File: src/skt_pkg.sv
`timescale 1ns / 1ps
// skt_pkg: shared widths and types for the streaming k-th largest core
// no dependencies; imported by skt_cell and streaming_kth_largest_core

package skt_pkg;

  localparam int DATA_W = 32;  // stream value width
  localparam int K_W    = 5;   // k_count register width

  // per-cell control, common to every cell except for the liveness bit
  typedef struct packed {
    logic load;  // request accepted this cycle, cell takes its next value
    logic live;  // cell index is below the current fill count
  } cell_ctl_t;

endpackage

File: src/skt_cell.sv
`timescale 1ns / 1ps
// skt_cell: one slot of the descending sorted insertion chain
// depends on skt_pkg

module skt_cell (
  input  logic                              clk,
  input  skt_pkg::cell_ctl_t                ctl,
  input  logic signed [skt_pkg::DATA_W-1:0] in_value,
  input  logic signed [skt_pkg::DATA_W-1:0] left_value,
  input  logic                              left_ge,
  output logic                              ge,
  output logic signed [skt_pkg::DATA_W-1:0] val_nxt,
  output logic signed [skt_pkg::DATA_W-1:0] val_r
);
  import skt_pkg::*;

  // entry stays in place when it is live and not below the new value
  assign ge = ctl.live && (val_r >= in_value);

  // first slot that loses the compare takes the new value, later ones shift down
  assign val_nxt = ge ? val_r : (left_ge ? in_value : left_value);

  always_ff @(posedge clk) begin
    if (ctl.load) begin
      val_r <= val_nxt;
    end
  end

endmodule

File: src/streaming_kth_largest_core.sv
`timescale 1ns / 1ps
// streaming_kth_largest_core: top level of the streaming k-th largest block
// depends on skt_pkg and skt_cell

// Keeps the k largest signed 32-bit values of the current stream, duplicates
// included, in a chain of MAX_K cells sorted largest first. Every cell compares
// its entry against the incoming value in parallel; the first cell that loses
// takes the new value and the cells behind it take their left neighbor's entry,
// so one value is inserted per clock cycle while not stalled, and the entry that
// falls off the end of the effective k is dropped. Once k entries are held each
// request yields one result, the smallest kept entry (the k-th largest so far);
// before that a request yields nothing. A request with last_in_stream set empties
// the store after its result. k is written through the cfg port; the user must
// do so only while the block is idle, not enforced by the block; 0 acts as 1 and
// values above MAX_K act as MAX_K. Throughput is one request per cycle while not
// stalled, limited by the single-pass compare across the cell chain; the result
// appears in the cycle after the request, through the output register. There is
// no clearing pass after reset: the fill count alone marks which cells hold data.

module streaming_kth_largest_core #(
  parameter int MAX_K = 16
) (
  input  logic                              clk,
  input  logic                              rst_n,
  // input requests
  input  logic                              in_valid,
  output logic                              in_ready,
  input  logic signed [skt_pkg::DATA_W-1:0] in_value,
  input  logic                              in_last_in_stream,
  // results
  output logic                              out_valid,
  input  logic                              out_ready,
  output logic signed [skt_pkg::DATA_W-1:0] out_kth_largest,
  // configuration
  input  logic                              cfg_valid,
  output logic                              cfg_ready,
  input  logic [skt_pkg::K_W-1:0]           cfg_k_count
);
  import skt_pkg::*;

  // count width holds 0..MAX_K, index width addresses the cells
  localparam int KW    = $clog2(MAX_K + 1);
  localparam int IDX_W = (MAX_K > 1) ? $clog2(MAX_K) : 1;
  localparam int CMP_W = (KW > K_W) ? KW : K_W;

  logic [K_W-1:0]    k_count_r;
  logic [KW-1:0]     kept_count_r;
  logic [KW-1:0]     kept_count_nxt;
  logic              out_valid_r;
  logic signed [DATA_W-1:0] out_kth_r;

  logic              in_fire;
  logic [CMP_W-1:0]  k_ext;
  logic [CMP_W-1:0]  keff_wide;
  logic [KW-1:0]     keff;
  logic [KW:0]       held_inc;
  logic [KW-1:0]     new_count;
  logic [IDX_W-1:0]  sel_idx;
  logic              produce;

  logic [MAX_K-1:0]         cell_ge;
  logic signed [DATA_W-1:0] cell_val   [MAX_K];
  logic signed [DATA_W-1:0] cell_nxt   [MAX_K];

  // config write is always taken; only legal while idle
  assign cfg_ready = 1'b1;

  always_ff @(posedge clk) begin
    if (!rst_n) begin
      k_count_r <= K_W'(1);
    end else if (cfg_valid && cfg_ready) begin
      k_count_r <= cfg_k_count;
    end
  end

  // effective k: zero reads as one, saturate at chain length
  assign k_ext     = CMP_W'(k_count_r);
  assign keff_wide = (k_ext == '0) ? CMP_W'(1) :
                     ((k_ext > CMP_W'(MAX_K)) ? CMP_W'(MAX_K) : k_ext);
  assign keff      = keff_wide[KW-1:0];

  // output register frees the input side whenever the result is drained
  assign in_ready = !out_valid_r || out_ready;
  assign in_fire  = in_valid && in_ready;

  // fill count after insertion, clipped to k (also trims after k shrinks)
  assign held_inc  = {1'b0, kept_count_r} + (KW + 1)'(1);
  assign new_count = (held_inc > {1'b0, keff}) ? keff : held_inc[KW-1:0];
  assign produce   = (new_count == keff);
  assign sel_idx   = IDX_W'(keff - KW'(1));

  // sorted insertion chain
  for (genvar i = 0; i < MAX_K; i++) begin : g_cell
    cell_ctl_t ctl;
    logic      left_ge;
    logic signed [DATA_W-1:0] left_value;

    assign ctl.load = in_fire;
    assign ctl.live = (KW'(i) < kept_count_r);

    if (i == 0) begin : g_head
      // nothing sits left of the head cell, so it takes the value if it loses
      assign left_ge    = 1'b1;
      assign left_value = in_value;
    end else begin : g_body
      assign left_ge    = cell_ge[i-1];
      assign left_value = cell_val[i-1];
    end

    skt_cell u_cell (
      .clk        (clk),
      .ctl        (ctl),
      .in_value   (in_value),
      .left_value (left_value),
      .left_ge    (left_ge),
      .ge         (cell_ge[i]),
      .val_nxt    (cell_nxt[i]),
      .val_r      (cell_val[i])
    );
  end

  // last_in_stream empties the store after its result
  assign kept_count_nxt = in_last_in_stream ? '0 : new_count;

  always_ff @(posedge clk) begin
    if (!rst_n) begin
      kept_count_r <= '0;
    end else if (in_fire) begin
      kept_count_r <= kept_count_nxt;
    end
  end

  // result register: smallest kept entry after this insertion
  always_ff @(posedge clk) begin
    if (!rst_n) begin
      out_valid_r <= 1'b0;
    end else if (in_fire) begin
      out_valid_r <= produce;
    end else if (out_ready) begin
      out_valid_r <= 1'b0;
    end
  end

  always_ff @(posedge clk) begin
    if (in_fire && produce) begin
      out_kth_r <= cell_nxt[sel_idx];
    end
  end

  assign out_valid       = out_valid_r;
  assign out_kth_largest = out_kth_r;

endmodule

File: config.mk
export PLATFORM = sky130hd
export DESIGN_NAME = streaming_kth_largest_core
export DESIGN_NICKNAME = d
export VERILOG_FILES = /design/src/skt_pkg.sv /design/src/skt_cell.sv /design/src/streaming_kth_largest_core.sv
export SDC_FILE = /design/constraint.sdc
export NUM_CORES = 2
export LEC_CHECK = 0
export ABC_AREA = 1
export BUFFER_PORTS_ARGS = -buffer_cell sky130_fd_sc_hd__buf_2
export CAP_MARGIN = 5
export CORE_UTILIZATION = 25
export DETAILED_ROUTE_END_ITERATION = 8
export PLACE_DENSITY_LB_ADDON = 0.15
export SYNTH_ARGS = -nofsm -noshare
export SYNTH_HDL_FRONTEND = slang
export SYNTH_SLANG_ARGS = --single-unit
File: constraint.sdc
create_clock -name clk -period 15.32 [get_ports clk]
set_input_delay 3.064 -clock clk [delete_from_list [all_inputs] [get_ports clk]]
set_output_delay 3.064 -clock clk [all_outputs]
set_load 0.1 [all_outputs]
==> results.sh <==
export IMPL_routed_top_layer="met4"
export IMPL_period_needed_ns=8.50
export IMPL_critPathMaxFanout=65
export IMPL_viasPerCell=4.99
export IMPL_fin_cells=9376
export IMPL_power_frac_seq=0.349
export IMPL_clk_pin_slew_ns=0.05
export IMPL_switching_power_mw=2.37
export IMPL_grt_max_degree=133
export IMPL_gr_usage_all_layers=0.202
export IMPL_cp_start_kind="input port"
export IMPL_critPathSlowestCell="nand2_4"
export IMPL_grt_pass1_wl_mm=304
export IMPL_dp_hpwl_mm=142
export IMPL_crit_path_max_incr_delay_ns=1.06
export IMPL_drive_above_1_share=0.0544
export IMPL_fin_skew_ns=0.0270
export IMPL_wl_mm=204
export IMPL_power_density_mw_per_mm2=110
export IMPL_placed_cells=9210
export IMPL_rsz0062_at_grt="no"
export IMPL_syn_inst=6879
export IMPL_path_common_cell="nand2_1"
export IMPL_dr_first_iter_drc_count=3748
export IMPL_drtPass1Iterations=7
export IMPL_cp_data_required_time_ns=15.76
export IMPL_grt_overflow=0
export IMPL_worst_pin_slew_ns=1.15
export IMPL_final_core_util=0.281
export IMPL_grt_pass1_vias=45128
export IMPL_r2r_start="g_cell[8].u_cell.val_r[15]"
export IMPL_multi_input_area_mm2=0.0278
export IMPL_remaining_drc_errors=0
export IMPL_clock_fmax_mhz=118
export IMPL_pwr_share_clk=0.333
export IMPL_wl_met2_mm=96.6
export IMPL_ctsRootBufferMaster="clkbuf_16"
export IMPL_final_setup_tns_ns=0
export IMPL_period_share=0.555
export IMPL_cts_buffers_inserted=84
export IMPL_cap_violations=0
export IMPL_htree_levels=3
export IMPL_min_from="k_count_r[2]"
export IMPL_antenna_found_initial=19
export IMPL_hold_viol_final=0
export IMPL_wl_met1_mm=91.7
export IMPL_io_buffers=76
export IMPL_vias=46780
export IMPL_timing_hold_ws_ns=0.500
export IMPL_power_frac_comb=0.318
export IMPL_start_util=0.252
export IMPL_fin_nets=7332
export IMPL_rows=161
export IMPL_synth_nets=7441
export IMPL_holdBufCountCts=0
export IMPL_crit_type="in -> reg"
export IMPL_cp_cell_sequence="buf_2 -> inv_1 -> buf_4 -> ha_1 -> nand2_1 -> nor4_1 -> nand2_1 -> nand2_1 -> nand2_1 -> nand3b_1 -> nand3_2 -> nand2_4 -> inv_2 -> nand2_1 -> nand3_1 -> nand3_1 -> nand3_1 -> nand3_1 -> nand2_1"
export IMPL_p_sw_frac=0.395
export IMPL_worst_setup_path_end_kind="register"
export IMPL_ant_nets=0
export IMPL_fp_dieArea_mm2=0.197
export IMPL_worst_path_buf_inv=4
export IMPL_yosysSeqAreaShare=0.340
export IMPL_async_flop_share=0
export IMPL_coreArea_mm2=0.193
export IMPL_ir_worst_vdd_v=0.0000865
export IMPL_setup_slack_ns=6.82
export IMPL_num_fill_cells=21124
export IMPL_die_x_um=443
export IMPL_finalPower_mw=5.98
export IMPL_place_ws_ns=6.00
export IMPL_clk_latency_ns=0.70
export IMPL_final_max_slew_viol_count=0
export IMPL_hold_path_class="reg -> reg"
export IMPL_wl_per_cell_um=21.7
export IMPL_ys_flop_type="edfxtp_1"
export IMPL_cts_sinks=555
export IMPL_postCtsSetupRepairBufs=0
export IMPL_ys_types=38
export IMPL_placed_cell_area_mm2=0.0514
export IMPL_cpLargestDelayFamily="simple AND/OR/NAND/NOR gates"
export IMPL_arrival_ns=8.94
export IMPL_cts_tree="yes"
export IMPL_seq_area_mm2=0.0166
export IMPL_worst_slew_margin_rel=0.228
export IMPL_cts_repair_resized=0
export IMPL_ys_warn_count=0
export IMPL_gp_congestion=0.847
export IMPL_p_leak_nw=26.2
export IMPL_startpoint="in_value[14]"
export IMPL_r2r_setup_slack_ns=9.51
export IMPL_wl_met3_mm=8.36
export IMPL_die_h_um=443
export IMPL_p_int_mw=3.62
export IMPL_synth_edf_count=544
export IMPL_boundaryPins=78
export IMPL_fin_area_mm2=0.0542
export IMPL_clockBufferDepth=3
export IMPL_ys_seq_elements=555
export IMPL_area_delta_synth_final_pct=11.2
export IMPL_syn_avg_cell_area_um2=7.08
export IMPL_status="completed"
export IMPL_syn_area_mm2=0.0487
export IMPL_setup_violations=0
[power groups by stage]
stage,Clock [mW],Sequential (mW),Combinational (mW)
after detailed placement,0,2.12,1.90
after floorplan,0,2.14,1.19
after global placement,0,2.12,1.89
final,1.99,2.09,1.90
after global routing,2.08,2.11,2.13
after CTS,2.04,2.09,1.91
[worst reg2reg max path, cell delays in order (launching register included)]
cell	delay [ns]
edfxtp_1	0.46
ha_1	0.34
nand2_1	0.08
nor4_1	0.97
nand2_1	0.11
nand2_1	0.25
nand2_1	0.12
nand3b_1	0.12
nand3_2	0.74
nand2_4	1.08
inv_2	0.57
nand2_1	0.23
nand3_1	0.10
nand3_1	0.13
nand3_1	0.09
nand3_1	0.10
nand2_1	0.05
[Yosys cell counts (2+ instances only)]
master / count / share of area
nor3_1: 11 / 0.0011
nand2_1: 2137 / 0.16
nor2_1: 140 / 0.011
o31ai_1: 2 / 0.00031
nand4_1: 38 / 0.0049
buf_4: 59 / 0.0091
nor4_2: 9 / 0.0023
o21a_1: 31 / 0.0048
inv_2: 9 / 0.00069
buf_1: 40 / 0.0031
buf_2: 89 / 0.0091
buf_6: 16 / 0.0037
o22ai_1: 2 / 0.00026
a21oi_1: 256 / 0.026
clkbuf_1: 182 / 0.014
inv_1: 694 / 0.053
o21ai_2: 2 / 0.00036
dfxtp_1: 11 / 0.0045
nand3_1: 1955 / 0.20
nand3_2: 12 / 0.0025
a21o_1: 12 / 0.0018
o21ai_0: 71 / 0.0073
ha_1: 519 / 0.13
o21ai_1: 7 / 0.00072
nor4_1: 5 / 0.00064
xor2_1: 3 / 0.00054
nand3b_1: 4 / 0.00062
edfxtp_1: 544 / 0.34
o21bai_1: 10 / 0.0015
[sequential cells by signal, indices dropped and copies added (netlist names)]
signal               flops
g_cell.u_cell.val_r    512
out_kth_largest         32
k_count_r                5
kept_count_r             5
out_valid                1
[per-layer routing]
layer  track usage  vias up
met5             0        -
met4        0.0707        0
met3        0.0199      249
met2         0.342     1182
met1         0.266    22265
li1              -    23084
[kinds of logic after synthesis]
logic type / after synthesis / share of synthesized area
compound gates: 394 / 0.0436
xor+xnor: 3 / 0.000539
fa+ha+maj: 519 / 0.133
buf+inv: 1090 / 0.0933
flops: 555 / 0.340
other cells: 1 / 0.0000770
simple gates: 4317 / 0.389
[worst paths after layout]
check / endpoint / cells past startpoint
worst min register to register: k_count_r[2] / 2
worst max register to register: out_kth_largest[1] / 16
worst min-delay path: k_count_r[2] / 2
worst max-delay path: out_kth_largest[1] / 19
[layout by cell type, fill, tap and decap left out, types with 3 or more instances in the layout]
master	count
clkbuf_1	20
nand3b_1	4
clkinv_2	12
o21ai_0	71
nor4_2	9
a21o_1	12
clkinvlp_4	3
clkbuf_16	86
nand2_1	2122
inv_2	7
o21a_1	31
edfxtp_1	544
diode_2	14
nand2_4	5
clkinv_1	21
o21ai_2	6
inv_6	4
bufinv_16	8
o21bai_1	10
buf_4	114
dfxtp_1	11
nand4_1	38
a21oi_1	255
nand2_2	11
inv_1	689
nor4_1	5
nor2_1	140
nor3_1	11
buf_2	76
ha_1	518
nand3_2	14
nand3_1	1953
[cell type report]
class	instances	area share
repair buffers	192	0.0236
inverters	703	0.0490
flip-flops and latches	555	0.306
well taps	2526	0.0584
clock buffers	108	0.0416
diodes	14	0.000647
multi-input cells	5234	0.513
clock inverters	44	0.00793
Note: power is estimated with default switching activity, not from simulation.
